File: config.mk
export PLATFORM = sky130hd
export DESIGN_NAME = timed_interrupt_event_scheduler_core
export DESIGN_NICKNAME = d
export VERILOG_FILES = /design/src/sv/ties_pkg.sv /design/src/sv/ties_ctrl.sv /design/src/sv/ties_dp.sv /design/src/sv/timed_interrupt_event_scheduler_core.sv
export SDC_FILE = /design/constraint.sdc
export NUM_CORES = 1
export LEC_CHECK = 0
export BUFFER_PORTS_ARGS = -buffer_cell sky130_fd_sc_hd__buf_4
export CORE_MARGIN = 3
export CORE_UTILIZATION = 40
export DETAILED_ROUTE_END_ITERATION = 10
export GPL_TIMING_DRIVEN = 0
export SYNTH_ARGS = -nofsm -noshare
export SYNTH_HDL_FRONTEND = slang
export SYNTH_SLANG_ARGS = --single-unit
File: constraint.sdc
create_clock -name clock -period 6.5 [get_ports clock]
set_clock_uncertainty 0.2 [all_clocks]
set_input_delay 1.3 -clock clock [delete_from_list [all_inputs] [get_ports clock]]
set_output_delay 1.3 -clock clock [all_outputs]
set_load 0.03 [all_outputs]
File: src/sv/ties_pkg.sv
`default_nettype none

package ties_pkg;

   localparam int SLOT_COUNT = 8;
   localparam int SLOT_W     = (SLOT_COUNT > 1) ? $clog2(SLOT_COUNT) : 1;
   localparam int TIME_W     = 32;
   localparam int DL_W       = TIME_W + 1;
   localparam int LEVEL_W    = 3;
   localparam int INFO_W     = 16;
   localparam int MASK_W     = 8;

   typedef logic [SLOT_COUNT-1:0] slot_mask_type;
   typedef logic [SLOT_W-1:0]     slot_idx_type;
   typedef logic [DL_W-1:0]       deadline_type;
   typedef logic [INFO_W-1:0]     info_type;

   localparam deadline_type DL_NONE = '1;

   localparam logic REQ_REGISTER = 1'b0;
   localparam logic REQ_POLL     = 1'b1;

   // CPU priority levels that shape the enable mask
   localparam logic [LEVEL_W-1:0] LEVEL_ALL_MAX = 3'd3;
   localparam logic [LEVEL_W-1:0] LEVEL_SLOT0   = 3'd4;

   typedef enum logic [1:0] {
      ST_IDLE,
      ST_EXEC,
      ST_SCAN,
      ST_DONE
   } state_type;

   typedef struct packed {
      logic capture;
      logic arm;
      logic fire;
      logic scan;
      logic commit;
   } dp_cmd_type;

   typedef struct packed {
      logic is_poll;
      logic poll_go;
      logic scan_last;
   } dp_status_type;

   function automatic slot_mask_type enable_for(input logic [LEVEL_W-1:0] cpu_level);
      slot_mask_type en;
      priority if (cpu_level <= LEVEL_ALL_MAX) begin
         en = '1;
      end else if (cpu_level == LEVEL_SLOT0) begin
         en = slot_mask_type'(1);
      end else begin
         en = '0;
      end
      return en;
   endfunction

endpackage

`default_nettype wire

File: src/sv/ties_ctrl.sv
`default_nettype none

module ties_ctrl (
   input  wire logic                   clock,
   input  wire logic                   reset,
   input  wire logic                   start,
   output logic                        busy,
   output logic                        rsp_valid,
   output ties_pkg::dp_cmd_type        cmd,
   input  wire ties_pkg::dp_status_type status
);
   import ties_pkg::*;

   state_type state_ff;
   state_type state_in;

   always_ff @(posedge clock) begin
      if (reset) begin
         state_ff <= ST_IDLE;
      end else begin
         state_ff <= state_in;
      end
   end

   always_comb begin
      state_in  = state_ff;
      cmd       = '0;
      busy      = 1'b1;
      rsp_valid = 1'b0;
      unique case (state_ff)
         ST_IDLE: begin
            busy = 1'b0;
            if (start) begin
               cmd.capture = 1'b1;
               state_in    = ST_EXEC;
            end
         end
         ST_EXEC: begin
            if (!status.is_poll) begin
               cmd.arm  = 1'b1;
               state_in = ST_DONE;
            end else if (status.poll_go) begin
               cmd.fire = 1'b1;
               state_in = ST_SCAN;
            end else begin
               state_in = ST_DONE;
            end
         end
         ST_SCAN: begin
            cmd.scan = 1'b1;
            if (status.scan_last) begin
               cmd.commit = 1'b1;
               state_in   = ST_DONE;
            end
         end
         ST_DONE: begin
            rsp_valid = 1'b1;
            state_in  = ST_IDLE;
         end
         default: begin
            state_in = ST_IDLE;
         end
      endcase
   end

endmodule

`default_nettype wire

File: src/sv/ties_dp.sv
`default_nettype none

module ties_dp (
   input  wire logic                          clock,
   input  wire logic                          reset,
   input  wire ties_pkg::dp_cmd_type          cmd,
   output ties_pkg::dp_status_type            status,
   input  wire logic                          req_type,
   input  wire logic [ties_pkg::TIME_W-1:0]   req_now,
   input  wire logic [ties_pkg::LEVEL_W-1:0]  req_level,
   input  wire logic [ties_pkg::TIME_W-1:0]   req_delay,
   input  wire logic [ties_pkg::INFO_W-1:0]   req_event_info,
   output logic                               rsp_fired,
   output logic [ties_pkg::LEVEL_W-1:0]       rsp_fired_slot,
   output logic [ties_pkg::INFO_W-1:0]        rsp_fired_info,
   output logic [ties_pkg::MASK_W-1:0]        rsp_pending_mask
);
   import ties_pkg::*;

   // captured request
   logic                 req_type_ff;
   logic [TIME_W-1:0]    now_ff;
   logic [LEVEL_W-1:0]   level_ff;
   logic [TIME_W-1:0]    delay_ff;
   info_type             info_ff;

   // scheduler state
   slot_mask_type        pending_ff, pending_in;
   deadline_type         earliest_ff, earliest_in;
   deadline_type         dl_ff [SLOT_COUNT];
   info_type             sinfo_ff [SLOT_COUNT];

   // result and scan registers
   logic                 fired_ff, fired_in;
   logic [LEVEL_W-1:0]   fslot_ff, fslot_in;
   info_type             finfo_ff, finfo_in;
   slot_idx_type         idx_ff, idx_in;
   deadline_type         min_ff, min_in;

   slot_idx_type         arm_idx;
   logic                 arm_ok;
   deadline_type         when;
   deadline_type         now_ext;
   slot_mask_type        en;
   slot_mask_type        due;
   slot_mask_type        cand;
   slot_idx_type         pick;
   logic                 any_due;
   deadline_type         scan_dl;

   assign arm_idx = slot_idx_type'(level_ff);
   assign arm_ok  = (int'(level_ff) < SLOT_COUNT) && !pending_ff[arm_idx];
   assign when    = deadline_type'(now_ff) + deadline_type'(delay_ff);
   assign now_ext = deadline_type'(now_ff);
   assign en      = enable_for(level_ff);

   always_comb begin
      for (int k = 0; k < SLOT_COUNT; k++) begin
         due[k] = now_ext >= dl_ff[k];
      end
   end

   assign cand    = en & pending_ff & due;
   assign any_due = |cand;

   // lowest-numbered candidate wins
   always_comb begin
      pick = '0;
      for (int k = SLOT_COUNT - 1; k >= 0; k--) begin
         if (cand[k]) begin
            pick = slot_idx_type'(k);
         end
      end
   end

   assign scan_dl = dl_ff[idx_ff];

   assign status.is_poll   = (req_type_ff == REQ_POLL);
   assign status.poll_go   = (|(en & pending_ff)) && (now_ext >= earliest_ff);
   assign status.scan_last = (idx_ff == slot_idx_type'(SLOT_COUNT - 1));

   always_comb begin
      pending_in  = pending_ff;
      earliest_in = earliest_ff;
      fired_in    = fired_ff;
      fslot_in    = fslot_ff;
      finfo_in    = finfo_ff;
      idx_in      = idx_ff;
      min_in      = min_ff;
      if (cmd.capture) begin
         fired_in = 1'b0;
         fslot_in = '0;
         finfo_in = '0;
      end
      if (cmd.arm && arm_ok) begin
         pending_in[arm_idx] = 1'b1;
         if ((pending_ff == '0) || (when < earliest_ff)) begin
            earliest_in = when;
         end
      end
      if (cmd.fire) begin
         if (any_due) begin
            pending_in[pick] = 1'b0;
            fired_in         = 1'b1;
            fslot_in         = LEVEL_W'(pick);
            finfo_in         = sinfo_ff[pick];
         end
         idx_in = '0;
         min_in = DL_NONE;
      end
      if (cmd.scan) begin
         if (pending_ff[idx_ff] && (scan_dl < min_ff)) begin
            min_in = scan_dl;
         end
         idx_in = idx_ff + slot_idx_type'(1);
         if (cmd.commit) begin
            earliest_in = min_in;
         end
      end
   end

   always_ff @(posedge clock) begin
      if (reset) begin
         pending_ff  <= '0;
         earliest_ff <= '0;
      end else begin
         pending_ff  <= pending_in;
         earliest_ff <= earliest_in;
      end
   end

   always_ff @(posedge clock) begin
      fired_ff <= fired_in;
      fslot_ff <= fslot_in;
      finfo_ff <= finfo_in;
      idx_ff   <= idx_in;
      min_ff   <= min_in;
      if (cmd.capture) begin
         req_type_ff <= req_type;
         now_ff      <= req_now;
         level_ff    <= req_level;
         delay_ff    <= req_delay;
         info_ff     <= req_event_info;
      end
      if (cmd.arm && arm_ok) begin
         dl_ff[arm_idx]    <= when;
         sinfo_ff[arm_idx] <= info_ff;
      end
   end

   assign rsp_fired        = fired_ff;
   assign rsp_fired_slot   = fslot_ff;
   assign rsp_fired_info   = finfo_ff;
   assign rsp_pending_mask = MASK_W'(pending_ff);

endmodule

`default_nettype wire

File: src/sv/timed_interrupt_event_scheduler_core.sv
// A register request, or a poll with no enabled slot pending or taken before
//   the earliest deadline, goes from EXEC to DONE; any other poll goes on to SCAN,
//   which recomputes the earliest deadline (one slot deadline compared per cycle).
// A new request is accepted only in IDLE, after the previous result strobe.
// The result strobe lasts one cycle and cannot be stalled by the receiver.
// Synchronous reset clears the pending slots and the earliest deadline.
`default_nettype none

module timed_interrupt_event_scheduler_core (
   input  wire logic                          clock,
   input  wire logic                          reset,
   input  wire logic                          start,
   output logic                               busy,
   input  wire logic                          req_type,
   input  wire logic [ties_pkg::TIME_W-1:0]   req_now,
   input  wire logic [ties_pkg::LEVEL_W-1:0]  req_level,
   input  wire logic [ties_pkg::TIME_W-1:0]   req_delay,
   input  wire logic [ties_pkg::INFO_W-1:0]   req_event_info,
   output logic                               rsp_valid,
   output logic                               rsp_fired,
   output logic [ties_pkg::LEVEL_W-1:0]       rsp_fired_slot,
   output logic [ties_pkg::INFO_W-1:0]        rsp_fired_info,
   output logic [ties_pkg::MASK_W-1:0]        rsp_pending_mask
);
   import ties_pkg::*;

   dp_cmd_type    cmd;
   dp_status_type status;

   ties_ctrl u_ctrl (
      .clock     (clock),
      .reset     (reset),
      .start     (start),
      .busy      (busy),
      .rsp_valid (rsp_valid),
      .cmd       (cmd),
      .status    (status)
   );

   ties_dp u_dp (
      .clock            (clock),
      .reset            (reset),
      .cmd              (cmd),
      .status           (status),
      .req_type         (req_type),
      .req_now          (req_now),
      .req_level        (req_level),
      .req_delay        (req_delay),
      .req_event_info   (req_event_info),
      .rsp_fired        (rsp_fired),
      .rsp_fired_slot   (rsp_fired_slot),
      .rsp_fired_info   (rsp_fired_info),
      .rsp_pending_mask (rsp_pending_mask)
   );

endmodule

`default_nettype wire

==> results.md, run 1 <==
* Status: completed
* Worst reg-to-reg path cell count at 25
* Yosys reg bits at 578
* Core Region at 79260 um^2
* H-tree Lvls at 3
* Period utilization at 0.9566
* Max Clk Rate at 160.8 MHz
* Max_slew headroom at 0.06131
* First-pass iteration count of the detailed router at 5
* Sw Share at 0.3735
* Setup Viol. Count Final at 0
* Critical Path Start: u_dp.now_ff[12]$_DFFE_PP_
* Gr ovfl total at 0
* WL final at 99010 um
* Worst Hold Class: reg -> reg
* Vias in the first global route at 23313
* Fraction of registers with async set/reset at 0
* Synth unique cells at 80
* Design Power at 15.30 mW
* Leakage at 15.93 nW
* Final Max Tran Viols at 0
* Worst reg2reg startpoint: u_dp.now_ff[12]$_DFFE_PP_
* Avg Cell Area, Syn at 11.97 um^2
* Number of synthesized flops with an enable pin at 479
* WL per Instance at 24.59 um
* Pin count of the biggest net entering global routing at 49
* Share of cells above drive strength 1 at 0.1574
* Final TNS setup at 0 ns
* Power Density at 407.2 nW/um^2
* Worst r2r dst: u_dp.earliest_ff[22]$_SDFF_PP0_
* Synthesized instance count at 2682
* Num CTS Buffers at 70
* Critical path arrival at 6.56 ns
* Nets at 3396
* Synth warn at 0
* Worst Setup End Kind: flip-flop
* CTS Root Buffer Type: clkbuf_16
* Clk pwr share at 0.268
* CP Capture Point: u_dp.earliest_ff[22]$_SDFF_PP0_
* Tot GR Track Use at 0.2367
* Area leader, netlist: edfxtp_1
* Dpl cell area at 34770 um^2
* Ys flop type: edfxtp_1
* Hold Buf Count CTS at 0
* Comb power frac at 0.387
* Sink Count at 578
* Die H at 289.3 um
* Post-detail-place hpwl at 73150 um
* Synth top area share at 0.4481
* Final hold viol count at 0
* Net Sw Power at 5.714 mW
* Fin area at 37570 um^2
* Sequential Power Share at 0.345
* Worst Tran Pin Value at 1.403 ns
* Post-layout min period at 6.218 ns
* Max IR drop VDD at 0.2332 mV
* Cell area after synthesis at 32100 um^2
* Ports at 117
* Die outline width at 289.3 um
* Area of the multi-input gates at 14320 um^2
* CTS Buffer Depth at 3
* Synth-to-Final Area Change at 17.03%
* Clk slew on worst S/H paths at 0.06 ns
* Initial antenna violation count at 4
* # DRC at 0
* PortBufs at 115
* Final GP Congestion at 0.9275
* First-pass GRT wire length at 146900 um
* Fin Hold WS at 0.2472 ns
* Final Core Density at 0.4740
* Top cells by area, synth: edfxtp_1 (45%), ha_1 (15%), dfxtp_1 (6.2%)
* Sequential Area at 16370 um^2
* Worst Path Max Fanout at 10
* MaxCap Viol Count at 0
* CP Launch Type: flip-flop
* CP max stage cell: edfxtp_1
* WS Path Type: reg -> reg
* Die area at 83690 um^2
* Vias at 22606
* Worst-Skew Late Latency at 0.65 ns
* R2R Setup Slk at 0.28 ns
* Crit path largest cell delay at 0.49 ns
* Detailed Route Iter0 Violations at 1801
* Row Count at 103
* Power Internal at 9.583 mW
* Antenna Nets Post-Route at 0
* Starting Density at 0.4050
* CP Data Required Time at 6.84 ns
* Syn Nets at 3161
* Via density at 5.615
* Register area share after synthesis at 0.5098
* # fillers at 7057
* CTS tree: built
==> routing by layer <==
metal  part of all wire  wire length, um  vias up  global-route usage
met3              0.061             6040      159             0.03446
met4              0.038             3779        2             0.09136
li1                   -                -    10494                   -
met2               0.47            46340      736              0.3876
met1               0.43            42840    11215              0.3178
met5            0.00013               13        -                   0
==> cell families (layout without fill, tap and decap cells) <==
kind of cell | after synthesis | in the layout | synth area share
DFF | 578 | 578 | 0.5098
AOI/OAI and AO/OA | 558 | 558 | 0.1133
and+or+nand+nor | 495 | 495 | 0.07327
buffers and inverters | 432 | 723 | 0.05184
adders and majority gates | 392 | 392 | 0.1530
muxes | 201 | 201 | 0.09171
xor gates and xnor gates | 26 | 26 | 0.007093
other | 0 | 3 | 0
==> flip-flops by register name, summed over array words and instances, names as in the netlist, named ones only <==
| register | flops |
|---|---|
| u_dp.idx_ff | 3 |
| u_dp.dl_ff | 264 |
| u_dp.rsp_fired | 1 |
| u_dp.info_ff | 16 |
| u_dp.arm_idx | 3 |
| u_dp.min_ff | 33 |
| u_ctrl.state_ff | 2 |
| u_dp.rsp_fired_info | 16 |
| u_dp.req_type_ff | 1 |
| u_dp.rsp_pending_mask | 8 |
| u_dp.delay_ff | 32 |
| u_dp.now_ff | 32 |
| u_dp.rsp_fired_slot | 3 |
| u_dp.sinfo_ff | 128 |
| u_dp.earliest_ff | 33 |
==> cells in the final DEF, fill, tap and decap left out, types with 9 or more instances in the layout <==
cell | netlist | layout
edfxtp_1 | 479 | 479
ha_1 | 391 | 391
inv_1 | 361 | 360
a21oi_1 | 171 | 166
nand2_1 | 155 | 155
nor2_1 | 149 | 143
buf_4 | 7 | 143
dfxtp_1 | 99 | 99
o21ai_0 | 88 | 86
mux2i_1 | 77 | 77
clkbuf_16 | 0 | 70
mux4_2 | 69 | 69
a21o_1 | 57 | 56
mux2_2 | 55 | 55
a211oi_1 | 53 | 53
clkbuf_1 | 45 | 53
nand4_1 | 41 | 41
o211ai_1 | 40 | 40
nand3_1 | 33 | 33
a22oi_1 | 31 | 31
and3_1 | 28 | 28
nor2b_1 | 19 | 19
nor3_1 | 19 | 17
xnor2_1 | 22 | 14
o21a_1 | 13 | 13
a31oi_1 | 15 | 13
clkinv_2 | 0 | 13
buf_2 | 13 | 12
buf_12 | 0 | 12
buf_6 | 0 | 11
bufinv_16 | 0 | 10
nand2b_1 | 9 | 9
==> power groups by stage <==
stage / clock [mW] / combinational [mW] / sequential (mW)
detailed placement: 0 / 5.55 / 5.42
global route: 4.32 / 6.46 / 5.32
global placement: 0 / 5.33 / 5.45
floorplan: 0 / 3.60 / 5.24
CTS: 4.18 / 5.73 / 5.34
finish: 4.10 / 5.91 / 5.28
==> final cells by class <==
class | count | area share
multi-input cells | 1672 | 0.3812
clock inverters | 43 | 0.01535
diodes | 3 | 0.0001998
plain buffers | 70 | 0.008393
repair buffers | 164 | 0.03947
clock buffers | 85 | 0.04866
well taps | 1050 | 0.03497
inverters | 361 | 0.03614
flip-flops and latches | 578 | 0.4356
==> through the flow <==
stage | setup WS [ns] | instances
after floorplan | 0.2938 | 2682
after global placement | -4.913 | 3847
after detailed placement | -1.584 | 3873
after CTS | 0.0006546 | 4007
after global routing | -0.01643 | 4024
final | 0.2818 | 4026
==> cell usage after synthesis (all sizes together), types with 9 or more instances <==
cell type  number
a211oi         53
nand2         155
nor2b          19
nor2          150
o21a           13
buf            26
xnor2          22
o211ai         40
a21oi         172
nand3          33
a31oi          15
inv           361
clkbuf         45
ha            391
and3           28
a211o           9
edfxtp        479
nand2b          9
dfxtp          99
a22oi          31
a21o           57
mux4           69
nand4          41
nor3           19
o21ai          92
nor4            9
mux2           55
mux2i          77
==> worst max-delay path, delay by kind of cell, from the launching register on <==
kind                     cells  cell delay [ns]
AO/OA/AOI/OAI               10             2.09
flip-flops                   1             0.49
buffers and inverters        3             0.53
multiplexers                 1             0.29
XOR/XNOR                     1             0.38
adder cells (fa/ha/maj)      2             0.76
AND/OR/NAND/NOR              8             1.35
==> worst min-delay path by stage <==
stage / from / endpoint / slack, ns / cells past startpoint
2_1_floorplan: u_dp.min_ff[29]$_DFF_P_ / u_dp.min_ff[29]$_DFF_P_ / 0.26 / 2
3_3_place_gp: u_dp.rsp_fired$_DFF_P_ / u_dp.rsp_fired$_DFF_P_ / 0.23 / 2
3_5_place_dp: u_dp.rsp_fired$_DFF_P_ / u_dp.rsp_fired$_DFF_P_ / 0.24 / 2
4_1_cts: u_dp.rsp_fired$_DFF_P_ / u_dp.rsp_fired$_DFF_P_ / 0.25 / 2
5_1_grt: u_dp.rsp_fired$_DFF_P_ / u_dp.rsp_fired$_DFF_P_ / 0.27 / 2
6_report: u_dp.rsp_fired$_DFF_P_ / u_dp.rsp_fired$_DFF_P_ / 0.25 / 2
==> timing repair <==
item / CTS / global route
resized for setup: 27 / 14
endpoints found under the setup margin: 66 / 62
pin swaps: 2 / 3
buffers inserted: 6 / 15
hold endpoints to repair: 0 / 0
Note: power is estimated with default switching activity, not from simulation.
==> inputs of run 2 (changes only) <==
--- a/config.mk
+++ b/config.mk
@@ -6,10 +6,14 @@
 export NUM_CORES = 1
 export LEC_CHECK = 0
 export BUFFER_PORTS_ARGS = -buffer_cell sky130_fd_sc_hd__buf_4
+export CELL_PAD_IN_SITES_DETAIL_PLACEMENT = 1
+export CELL_PAD_IN_SITES_GLOBAL_PLACEMENT = 1
 export CORE_MARGIN = 3
 export CORE_UTILIZATION = 40
 export DETAILED_ROUTE_END_ITERATION = 10
 export GPL_TIMING_DRIVEN = 0
+export PLACE_DENSITY_LB_ADDON = 0.1
 export SYNTH_ARGS = -nofsm -noshare
 export SYNTH_HDL_FRONTEND = slang
+export SYNTH_HIERARCHICAL = 1
 export SYNTH_SLANG_ARGS = --single-unit
==> run 2 against run 1 <==
Compared with the run above: sequential power rose by 3%; register-to-register slack improved by 0.06 ns; power rose by 3.6%; sequential share of layout area rose by 0.089 points; maximum frequency rose by 0.97%; critical endpoint is now u_dp/earliest_ff[12]$_SDFF_PP0_; largest power group unchanged.
==> results.md, run 2 <==
* WS Path Type: reg -> reg (unchanged)
* MaxCap Viol Count at 0 (unchanged)
* CTS tree: built (unchanged)
* Area of the multi-input gates at 14400 um^2 (was 14320 um^2)
* Syn Nets at 3201 (was 3161)
* Commonest non-fill, non-tap cell in the layout: edfxtp_1 (unchanged)
* Detailed Route Iter0 Violations at 1945 (was 1801)
* Core Region at 79520 um^2 (was 79260 um^2)
* Number of synthesized flops with an enable pin at 479 (unchanged)
* Pin count of the biggest net entering global routing at 64 (was 49)
* Sink Count at 578 (unchanged)
* Antenna Nets Post-Route at 0 (unchanged)
* Gr ovfl total at 0 (unchanged)
* Final Max Tran Viols at 0 (unchanged)
* # DRC at 0 (unchanged)
* Most instantiated cells after synthesis: edfxtp_1 (479), ha_1 (391), inv_1 (363) (was edfxtp_1 (479), ha_1 (391), inv_1 (361))
* Synth-to-Final Area Change at 16.05% (was 17.03%)
* Starting Density at 0.4063 (was 0.4050)
* Max Clk Rate at 162.4 MHz (was 160.8 MHz)
* Post-detail-place hpwl at 85870 um (was 73150 um)
* WL final at 111200 um (was 99010 um)
* Nets at 3432 (was 3396)
* Worst Hold Class: reg -> reg (unchanged)
* Die outline width at 290.2 um (was 289.3 um)
* Dpl cells at 3914 (was 3873)
* Number of flip-flops in the largest register at 264 (unchanged)
* # fillers at 8326 (was 7057)
* First-pass iteration count of the detailed router at 5 (unchanged)
* Final TNS setup at 0 ns (unchanged)
* Initial antenna violation count at 4 (unchanged)
* Vias at 23334 (was 22606)
* Commonest cells after routing, fill and taps aside: edfxtp_1 (479), ha_1 (391), inv_1 (363) (was edfxtp_1 (479), ha_1 (391), inv_1 (360))
* Largest regs: u_dp/dl_ff (264), u_dp/sinfo_ff (128) (was u_dp.dl_ff (264), u_dp.sinfo_ff (128))
* Sequential Area at 16370 um^2 (unchanged)
* Die H at 290.2 um (was 289.3 um)
* Fraction of registers with async set/reset at 0 (unchanged)
* Top cells by area, synth: edfxtp_1 (45%), ha_1 (15%), dfxtp_1 (6.1%) (was edfxtp_1 (45%), ha_1 (15%), dfxtp_1 (6.2%))
* Synth unique cells at 86 (was 80)
* Tot GR Track Use at 0.2599 (was 0.2367)
* CP Launch Type: flip-flop (unchanged)
* CTS Root Buffer Type: clkbuf_16 (unchanged)
* Post-layout min period at 6.158 ns (was 6.218 ns)
* PortBufs at 116 (was 115)
* H-tree Lvls at 3 (unchanged)
* Critical path arrival at 6.47 ns (was 6.56 ns)
* Global Route met3 Usage at 0.03599 (was 0.03446)
* Clk slew on worst S/H paths at 0.06 ns (about the same)
* Worst Path Max Fanout at 10 (unchanged)
* Status: completed (unchanged)
* First-pass GRT wire length at 163400 um (was 146900 um)
* Grt met1 use at 0.3596 (was 0.3178)
* Row Count at 103 (unchanged)
* Die area at 84210 um^2 (was 83690 um^2)
* GR Util met2 at 0.4298 (was 0.3876)
* Max IR drop VDD at 0.2966 mV (was 0.2332 mV)
* Period utilization at 0.9474 (was 0.9566)
* Worst Setup End Kind: flip-flop (unchanged)
* CTS Buffer Depth at 3 (unchanged)
* Ys flop type: edfxtp_1 (unchanged)
* Worst-Skew Late Latency at 0.62 ns (was 0.65 ns)
* Busiest grt layer: met2 (unchanged)
* Yosys reg bits at 578 (unchanged)
* CP Data Required Time at 6.81 ns (was 6.84 ns)
* Synth warn at 6 (was 0)
* Register area share after synthesis at 0.5066 (was 0.5098)
* Fin area at 37490 um^2 (was 37570 um^2)
* Final GP Congestion at 0.8735 (was 0.9275)
* Final hold viol count at 0 (unchanged)
* Worst Tran Pin Value at 1.400 ns (was 1.403 ns)
* Hold Buf Count CTS at 0 (unchanged)
* Cell area after synthesis at 32310 um^2 (was 32100 um^2)
* Max_slew headroom at 0.05989 (was 0.06131)
* Synthesized instance count at 2722 (was 2682)
* RSZ-0062 raised after global routing: no
* Leakage at 15.35 nW (was 15.93 nW)
* Setup Viol. Count Final at 0 (unchanged)
* Num CTS Buffers at 71 (was 70)
* Synth top area share at 0.4452 (was 0.4481)
* Via density at 5.744 (was 5.615)
* Most common cell in the synthesized netlist: edfxtp_1 (unchanged)
* Layout Cells excl Fill at 4062 (was 4026)
* WL per Instance at 27.38 um (was 24.59 um)
* Power Density at 422.7 nW/um^2 (was 407.2 nW/um^2)
* Share of cells above drive strength 1 at 0.1415 (was 0.1574)
* Vias in the first global route at 24624 (was 23313)
* Avg Cell Area, Syn at 11.87 um^2 (was 11.97 um^2)
* Design Power at 15.85 mW (was 15.30 mW)
* Dpl cell area at 35000 um^2 (was 34770 um^2)
* Most flops, register: u_dp/dl_ff (was u_dp.dl_ff)
* Ports at 117 (unchanged)
* Area leader, netlist: edfxtp_1 (unchanged)
-- run 2: cell type report --
type | count | area share
multi-input combinational | 1700 | 0.3842
antenna | 1 | 0.00006674
clock buffer | 101 | 0.05119
buffer | 78 | 0.009912
sequential | 578 | 0.4365
timing repair buffer | 159 | 0.03858
tap | 1050 | 0.03504
inverter | 365 | 0.03654
clock inverter | 30 | 0.007976
-- run 2: worst paths after layout --
kind / start / endpoint / slack [ns] / cells after the start
hold reg to reg: u_dp/rsp_fired$_DFF_P_ / u_dp/rsp_fired$_DFF_P_ / 0.27 / 1
setup / recovery: flip-flop / u_dp/earliest_ff[12]$_SDFF_PP0_ / 0.34 / 17
hold / removal: u_dp/rsp_fired$_DFF_P_ / u_dp/rsp_fired$_DFF_P_ / 0.27 / 1
setup reg to reg: flip-flop / u_dp/earliest_ff[12]$_SDFF_PP0_ / 0.34 / 17
-- run 2: report_power, final --
part | leakage (nW) | total, mW | switching, mW | internal [mW]
clock | 1.07 | 3.82 | 1.65 | 2.17
sequential | 5.17 | 5.45 | 0.457 | 4.99
combinational | 9.12 | 6.58 | 4.22 | 2.37
-- run 2: through the flow --
| stage | setup slack, ns | util | hold slack (ns) |
|---|---|---|---|
| after global placement | -3.841 | 0.4338 | 0.2435 |
| after global routing | 0.08254 | 0.4715 | 0.2898 |
| after detailed placement | -1.739 | 0.4402 | 0.2573 |
| after floorplan | 0.7069 | - | 0.2770 |
| after CTS | 0.04498 | 0.4701 | 0.2709 |
| final | 0.3417 | 0.4715 | 0.2665 |
-- run 2: kinds of logic after synthesis --
logic type	count (synthesis)	synth area share
AO/OA/AOI/OAI	567	0.1149
XOR/XNOR	25	0.006777
multiplexers	186	0.08602
buffers and inverters	444	0.05341
flip-flops	578	0.5066
adder cells (fa/ha/maj)	392	0.1520
AND/OR/NAND/NOR	530	0.08032
-- run 2: critical path, cell delays in order, from the launching register on --
cell and delay [ns]:
dfxtp_1 0.43, buf_2 0.48, buf_2 0.52, clkbuf_2 0.46, mux4_2 0.40, mux2i_1 0.49
inv_1 0.18, ha_1 0.31, o21a_1 0.17, o2111ai_1 0.29, a211oi_1 0.08, nor4_1 0.44
o21ai_0 0.31, buf_2 0.27, buf_1 0.34, a21oi_1 0.29, nor2_1 0.08, a211oi_1 0.29
-- run 2: repair_timing --
item	4_1_cts	5_1_grt
endpoints found under the setup margin	65	38
gates resized for setup	28	12
buffers inserted	6	10
pin swaps	3	1
-- run 2: layer usage --
layer / wire (um) / part of all wire / vias to the layer above
li1: - / - / 10623
met1: 49930 / 0.45 / 11921
met2: 52470 / 0.47 / 655
met3: 6220 / 0.056 / 135
met4: 2588 / 0.023 / 0
met5: 0 / 0 / -
